==> config.mk <==
export PLATFORM = sky130hd
export DESIGN_NAME = padsr_ctrl
export DESIGN_NICKNAME = d
export VERILOG_FILES = /design/src/rtl/core/padsr_pkg.sv /design/src/rtl/core/padsr_ctrl.sv
export SDC_FILE = /design/constraint.sdc
export NUM_CORES = 1
export LEC_CHECK = 0
export CAP_MARGIN = 10
export CORE_MARGIN = 2
export CORE_UTILIZATION = 30
export DETAILED_ROUTE_END_ITERATION = 8
export DONT_BUFFER_PORTS = 1
export SLEW_MARGIN = 20
export SYNTH_ARGS = -nofsm -noshare
export SYNTH_HDL_FRONTEND = slang
export SYNTH_SLANG_ARGS = --single-unit
==> constraint.sdc <==
create_clock -name clock -period 1.9 [get_ports clock]
set_input_delay 0.19 -clock clock [delete_from_list [all_inputs] [get_ports clock]]
set_output_delay 0.19 -clock clock [all_outputs]
set_load 0.01 [all_outputs]
==> src/rtl/core/padsr_pkg.sv <==
package padsr_pkg;

   localparam int VOICES_DEFAULT          = 8;
   localparam int SINE_TABLE_BITS_DEFAULT = 10;
   localparam int PHASE_BITS_DEFAULT      = 24;

   localparam int FULL_SCALE = 8388608;

   localparam logic [1:0] FUNC_TICK     = 2'd0;
   localparam logic [1:0] FUNC_NOTE_ON  = 2'd1;
   localparam logic [1:0] FUNC_NOTE_OFF = 2'd2;
   localparam logic [1:0] FUNC_RESERVED = 2'd3;

   localparam logic [1:0] CSR_ATTACK_STEP   = 2'd0;
   localparam logic [1:0] CSR_DECAY_STEP    = 2'd1;
   localparam logic [1:0] CSR_SUSTAIN_LEVEL = 2'd2;
   localparam logic [1:0] CSR_RELEASE_RATE  = 2'd3;

   localparam logic [23:0] ATTACK_STEP_RESET   = 24'd19022;
   localparam logic [23:0] DECAY_STEP_RESET    = 24'd571;
   localparam logic [23:0] SUSTAIN_LEVEL_RESET = 24'd5872026;
   localparam logic [23:0] RELEASE_RATE_RESET  = 24'd1902;

   localparam logic [2:0] STAGE_ATTACK  = 3'd0;
   localparam logic [2:0] STAGE_DECAY   = 3'd1;
   localparam logic [2:0] STAGE_SUSTAIN = 3'd2;
   localparam logic [2:0] STAGE_RELEASE = 3'd3;
   localparam logic [2:0] STAGE_OFF     = 3'd4;

   typedef struct packed {
      logic [1:0]  func;
      logic [23:0] freq_step;
      logic [15:0] amplitude;
   } req_type;

   typedef struct packed {
      logic signed [23:0] sample;
      logic               voices_full;
      logic [3:0]         slots_used;
   } rsp_type;

   typedef enum logic [4:0] {
      S_IDLE, S_DECODE, S_NOTE_ON, S_OFF_RD, S_OFF_MUL, S_OFF_WR,
      S_T_RD, S_T_ENV, S_T_SKIP, S_MXX, S_X2, S_MR, S_HR, S_MXR,
      S_SINE, S_MLA, S_GAIN, S_MGS, S_ACC, S_DIV_INIT, S_DIV, S_DIV_END,
      S_RESULT
   } ctrl_state_type;

   typedef enum logic [4:0] {
      OP_NONE, OP_LATCH, OP_NOTE_ON, OP_READ_LAST, OP_OFF_MUL, OP_OFF_WR,
      OP_READ_VOICE, OP_ENV, OP_NEXT, OP_MUL_XX, OP_X2, OP_MUL_X2R,
      OP_HORNER, OP_MUL_XR, OP_SINE, OP_MUL_LA, OP_GAIN, OP_MUL_GS,
      OP_ACC, OP_DIV_INIT, OP_DIV_STEP, OP_DIV_END, OP_RESULT
   } dp_op_type;

   typedef struct packed {
      dp_op_type op;
   } cmd_type;

   typedef struct packed {
      logic [1:0] func;
      logic       slot_full;
      logic       slot_zero;
      logic       voice_off;
      logic       last_voice;
      logic       iter_zero;
      logic       live_zero;
   } status_type;

   function automatic logic signed [32:0] taylor_coef(input logic [2:0] k);
      logic signed [32:0] c;
      case (k)
         3'd0:    c = 33'sd1686629713;
         3'd1:    c = 33'sd693598668;
         3'd2:    c = 33'sd85569306;
         3'd3:    c = 33'sd5026995;
         3'd4:    c = 33'sd172273;
         default: c = 33'sd3864;
      endcase
      return c;
   endfunction

endpackage

==> src/rtl/core/padsr_ctrl.sv <==
module padsr_ctrl (
   input  logic                  clock,
   input  logic                  reset,
   input  logic                  req_valid,
   output logic                  req_stall,
   output logic                  rsp_valid,
   input  logic                  rsp_stall,
   input  padsr_pkg::status_type status,
   output padsr_pkg::cmd_type    cmd
);

   padsr_pkg::ctrl_state_type state_ff, state_in;
   logic rsp_valid_ff, rsp_valid_in;
   logic rsp_free;

   assign rsp_free = !rsp_valid_ff || !rsp_stall;

   always_comb begin
      state_in = state_ff;
      unique case (state_ff)
         padsr_pkg::S_IDLE:
            if (req_valid) state_in = padsr_pkg::S_DECODE;
         padsr_pkg::S_DECODE: begin
            unique case (status.func)
               padsr_pkg::FUNC_TICK:
                  state_in = status.slot_zero ? padsr_pkg::S_DIV_INIT : padsr_pkg::S_T_RD;
               padsr_pkg::FUNC_NOTE_ON:
                  state_in = padsr_pkg::S_NOTE_ON;
               padsr_pkg::FUNC_NOTE_OFF:
                  state_in = status.slot_zero ? padsr_pkg::S_RESULT : padsr_pkg::S_OFF_RD;
               default:
                  state_in = padsr_pkg::S_RESULT;
            endcase
         end
         padsr_pkg::S_NOTE_ON:  state_in = padsr_pkg::S_RESULT;
         padsr_pkg::S_OFF_RD:   state_in = padsr_pkg::S_OFF_MUL;
         padsr_pkg::S_OFF_MUL:  state_in = padsr_pkg::S_OFF_WR;
         padsr_pkg::S_OFF_WR:   state_in = padsr_pkg::S_RESULT;
         padsr_pkg::S_T_RD:     state_in = padsr_pkg::S_T_ENV;
         padsr_pkg::S_T_ENV: begin
            if (!status.voice_off) state_in = padsr_pkg::S_MXX;
            else if (status.last_voice) state_in = padsr_pkg::S_DIV_INIT;
            else state_in = padsr_pkg::S_T_SKIP;
         end
         padsr_pkg::S_T_SKIP:   state_in = padsr_pkg::S_T_RD;
         padsr_pkg::S_MXX:      state_in = padsr_pkg::S_X2;
         padsr_pkg::S_X2:       state_in = padsr_pkg::S_MR;
         padsr_pkg::S_MR:       state_in = padsr_pkg::S_HR;
         padsr_pkg::S_HR:
            state_in = status.iter_zero ? padsr_pkg::S_MXR : padsr_pkg::S_MR;
         padsr_pkg::S_MXR:      state_in = padsr_pkg::S_SINE;
         padsr_pkg::S_SINE:     state_in = padsr_pkg::S_MLA;
         padsr_pkg::S_MLA:      state_in = padsr_pkg::S_GAIN;
         padsr_pkg::S_GAIN:     state_in = padsr_pkg::S_MGS;
         padsr_pkg::S_MGS:      state_in = padsr_pkg::S_ACC;
         padsr_pkg::S_ACC:
            state_in = status.last_voice ? padsr_pkg::S_DIV_INIT : padsr_pkg::S_T_RD;
         padsr_pkg::S_DIV_INIT:
            state_in = status.live_zero ? padsr_pkg::S_RESULT : padsr_pkg::S_DIV;
         padsr_pkg::S_DIV:
            if (status.iter_zero) state_in = padsr_pkg::S_DIV_END;
         padsr_pkg::S_DIV_END:  state_in = padsr_pkg::S_RESULT;
         padsr_pkg::S_RESULT:
            if (rsp_free) state_in = padsr_pkg::S_IDLE;
         default:               state_in = padsr_pkg::S_IDLE;
      endcase
   end

   always_comb begin
      cmd.op = padsr_pkg::OP_NONE;
      req_stall = 1'b1;
      unique case (state_ff)
         padsr_pkg::S_IDLE: begin
            req_stall = 1'b0;
            if (req_valid) cmd.op = padsr_pkg::OP_LATCH;
         end
         padsr_pkg::S_NOTE_ON:  cmd.op = padsr_pkg::OP_NOTE_ON;
         padsr_pkg::S_OFF_RD:   cmd.op = padsr_pkg::OP_READ_LAST;
         padsr_pkg::S_OFF_MUL:  cmd.op = padsr_pkg::OP_OFF_MUL;
         padsr_pkg::S_OFF_WR:   cmd.op = padsr_pkg::OP_OFF_WR;
         padsr_pkg::S_T_RD:     cmd.op = padsr_pkg::OP_READ_VOICE;
         padsr_pkg::S_T_ENV:    cmd.op = padsr_pkg::OP_ENV;
         padsr_pkg::S_T_SKIP:   cmd.op = padsr_pkg::OP_NEXT;
         padsr_pkg::S_MXX:      cmd.op = padsr_pkg::OP_MUL_XX;
         padsr_pkg::S_X2:       cmd.op = padsr_pkg::OP_X2;
         padsr_pkg::S_MR:       cmd.op = padsr_pkg::OP_MUL_X2R;
         padsr_pkg::S_HR:       cmd.op = padsr_pkg::OP_HORNER;
         padsr_pkg::S_MXR:      cmd.op = padsr_pkg::OP_MUL_XR;
         padsr_pkg::S_SINE:     cmd.op = padsr_pkg::OP_SINE;
         padsr_pkg::S_MLA:      cmd.op = padsr_pkg::OP_MUL_LA;
         padsr_pkg::S_GAIN:     cmd.op = padsr_pkg::OP_GAIN;
         padsr_pkg::S_MGS:      cmd.op = padsr_pkg::OP_MUL_GS;
         padsr_pkg::S_ACC:      cmd.op = padsr_pkg::OP_ACC;
         padsr_pkg::S_DIV_INIT: cmd.op = padsr_pkg::OP_DIV_INIT;
         padsr_pkg::S_DIV:      cmd.op = padsr_pkg::OP_DIV_STEP;
         padsr_pkg::S_DIV_END:  cmd.op = padsr_pkg::OP_DIV_END;
         padsr_pkg::S_RESULT:
            if (rsp_free) cmd.op = padsr_pkg::OP_RESULT;
         default:               cmd.op = padsr_pkg::OP_NONE;
      endcase
   end

   always_comb begin
      if (state_ff == padsr_pkg::S_RESULT && rsp_free) rsp_valid_in = 1'b1;
      else rsp_valid_in = rsp_valid_ff && rsp_stall;
   end

   always_ff @(posedge clock) begin
      if (reset) begin
         state_ff     <= padsr_pkg::S_IDLE;
         rsp_valid_ff <= 1'b0;
      end else begin
         state_ff     <= state_in;
         rsp_valid_ff <= rsp_valid_in;
      end
   end

   assign rsp_valid = rsp_valid_ff;

endmodule

==> metrics.csv <==
stage,metric,value,unit
synth,Mapped Cells,113,
synth,post-synth top area share,0.159,
global_routing,number of global-route vias before repair,776,
floorplanning,# rows,18,
drt,met3 WL,165,um
pwr,pwr/cell area,1460,nW/um^2
global_routing,pin count of the biggest net entering global routing,22,
sta,Worst Hold Slack,0.0229,ns
pwr,Pleak,0.310,nW
clocking,total CTS buffers,3,
clocking,H-tree levels,1,
synth,Yosys top cell by area,dfxtp_1,
drt,WL final,2050,um
drt,met1 wire length,964,um
synth,Post-Syn Area,757,um^2
setup_path,crit end category,output port,
finish,Area Growth Syn to Fin,7.44,%
finish,Fillers,274,
place,Post-DP HPWL,1510,um
synth,syn_area_per_cell,6.70,um^2
clocking,clk_lat worst skew,0.24,ns
pwr,maximum vdd drop,478,uV
synth,sequential element share of the synthesized area,0.159,
drt,Pre-Repair DR Iteration Count,4,
setup_path,"Max FO, Critical Path",12,
drt,Routed Antenna Nets,0,
clocking,TritonCTS clock tree,yes,
floorplanning,die height,54.2,um
drt,routed wl met2,902,um
floorplanning,I/O pin cnt,19,
clocking,CTS Sinks,6,
synth,main flop type after synthesis,dfxtp_1,
finish,Diodes inserted,0,
setup_path,worst endpoint required time,1.71,ns
finish,Final Core Density,0.334,
sta,final hold viol count,0,
floorplanning,die width,54.2,um
drt,WL per Instance,14.5,um
floorplanning,Initial Util,0.311,
synth,Synth area leaders,"dfxtp_1, a21oi_1, nor2_1",
setup_path,Startpoint Class,flip-flop,
run,Max Cap Viol,0,
clocking,Root Buffer,clkbuf_4,
setup_path,launching point of the worst reg2reg path,state_ff[2]$_SDFFE_PP0P_,
sta,final setup vio count,0,
global_routing,global-route wire length before repair,3360,um
synth,number of enable flip-flop cells after synthesis,0,
synth,post-synthesis async set-or-reset flop share,0,
place,DP Area,781,um^2
clocking,clock-pin slew on the worst setup and hold paths,0.04,ns
global_routing,GR Util All Layers,0.152,
synth,most frequent cell after synthesis,a21oi_1,
finish,Final Cell Area,813,um^2
setup_path,WS Path Type,reg -> out,
sta,Max-slew headroom,0.703,
synth,Synth Register Bits,6,
setup_path,Critical Path AT,1.58,ns
place,gpl congestion,0.894,
sta,fin crit share,0.932,
drt,via count,836,
setup_path,r2r setup slk,0.22,ns
finish,share of layout cells above drive strength 1,0.108,
worst_hold_path,hold path startpoint,reset,
drt,highest routed layer,met4,
drt,DR iter-0 viols,31,
sta,post-route clock skew,0.000368,ns
sta,Max Clock Freq,565,MHz
global_routing,grt ovf,0,
place,I/O Buffers,0,
synth,synth warn,0,
pwr,Pwr Total,1.18,mW
synth,library cells used by synthesis,43,
clocking,clock buffer depth,2,
floorplanning,die area,2940,um^2
setup_path,Crit. Startpoint,state_ff[4]$_SDFFE_PP0P_,
clocking,# Post-CTS Setup Buffers,0,
drt,residual DRC count,0,
outcome,status,"complete, no violations",
drt,DR vias/cell,5.93,
sta,final setup TNS,0,ns
synth,Synthesized Nets,125,
floorplanning,core area,2430,um^2
sta,RSZ-0062 raised after global routing,no,
sta,Slew Limit Fails,0,
global_routing,initial antenna violation count,0,
sta,Worst-Margin Slew,0.445,ns
sta,min cycle time layout,1.77,ns
worst_hold_path,Hold Path Class,in -> reg,
finish,Final #Nets,125,
synth,most frequent cells after synthesis,"a21oi_1, nor2_1, nand2_1, o21ai_0, dfxtp_1",
## cells by family after synthesis
group,share of synthesized area
compound gates,0.403
xor+xnor,0.0116
buf+inv,0.0975
flops,0.159
mux,0.0132
simple gates,0.316
## worst max-delay path: stages (launching register included)
cell       delay, ns
dfxtp_1         0.52
buf_4           0.25
nor2_1          0.08
a31oi_1         0.18
a2bb2oi_1       0.16
o32ai_1         0.14
## final timing paths
path                               to  depth (start not counted)
max                            cmd[0]                          5
max reg2reg  state_ff[0]$_SDFFE_PP0P_                          5
min reg2reg      rsp_valid$_SDFF_PP0_                          2
min          state_ff[3]$_SDFFE_PP0P_                          1
## cells in the final DEF, fill, tap and decap left out, types with 3 or more instances in the layout
| master | n |
|---|---|
| a21oi_1 | 14 |
| a31oi_1 | 3 |
| and2_1 | 3 |
| and3_1 | 3 |
| buf_4 | 6 |
| clkbuf_4 | 3 |
| dfxtp_1 | 6 |
| inv_1 | 4 |
| nand2_1 | 7 |
| nor2_1 | 10 |
| nor2b_1 | 4 |
| nor3_1 | 5 |
| o21ai_0 | 7 |
## cell type report
cell class	count	area, um^2	area share
Sequential cell	6	120	0.148
Clock buffer	3	22.5	0.0277
Inverter	4	15.0	0.0185
Timing Repair Buffer	7	55.1	0.0677
Multi-Input combinational cell	91	563	0.692
Tap cell	30	37.5	0.0462
## where the power goes
group | switching (mW) | internal (mW) | total, mW
Combinational | 0.452 | 0.338 | 0.790
Clock | 0.0421 | 0.0712 | 0.113
Sequential | 0.112 | 0.169 | 0.280
## timing repair
| item | 4_1_cts | 5_1_grt |
|---|---|---|
| hold endpoints to repair | 0 | 1 |
| hold buffers | 0 | 1 |
| gates resized for setup | 0 | 0 |
| setup endpoints to repair | 0 | 0 |
## state kept, by name, indices dropped and copies added, names as in the netlist
name	count
rsp_valid	1
state_ff	5
## layer usage
metal / vias to the layer above / track usage
li1: 420 / -
met1: 380 / 0.204
met2: 34 / 0.223
met3: 2 / 0.0601
met4: 0 / 0.0458
met5: - / 0
## metrics by stage
stage / std cells / worst slack (ns)
finish: 141 / 0.129
global route: 141 / 0.00893
CTS: 140 / 0.126
detailed placement: 137 / 0.220
global placement: 137 / 0.259
floorplan: 113 / 0.477
Power figures use the tool's default switching activity.
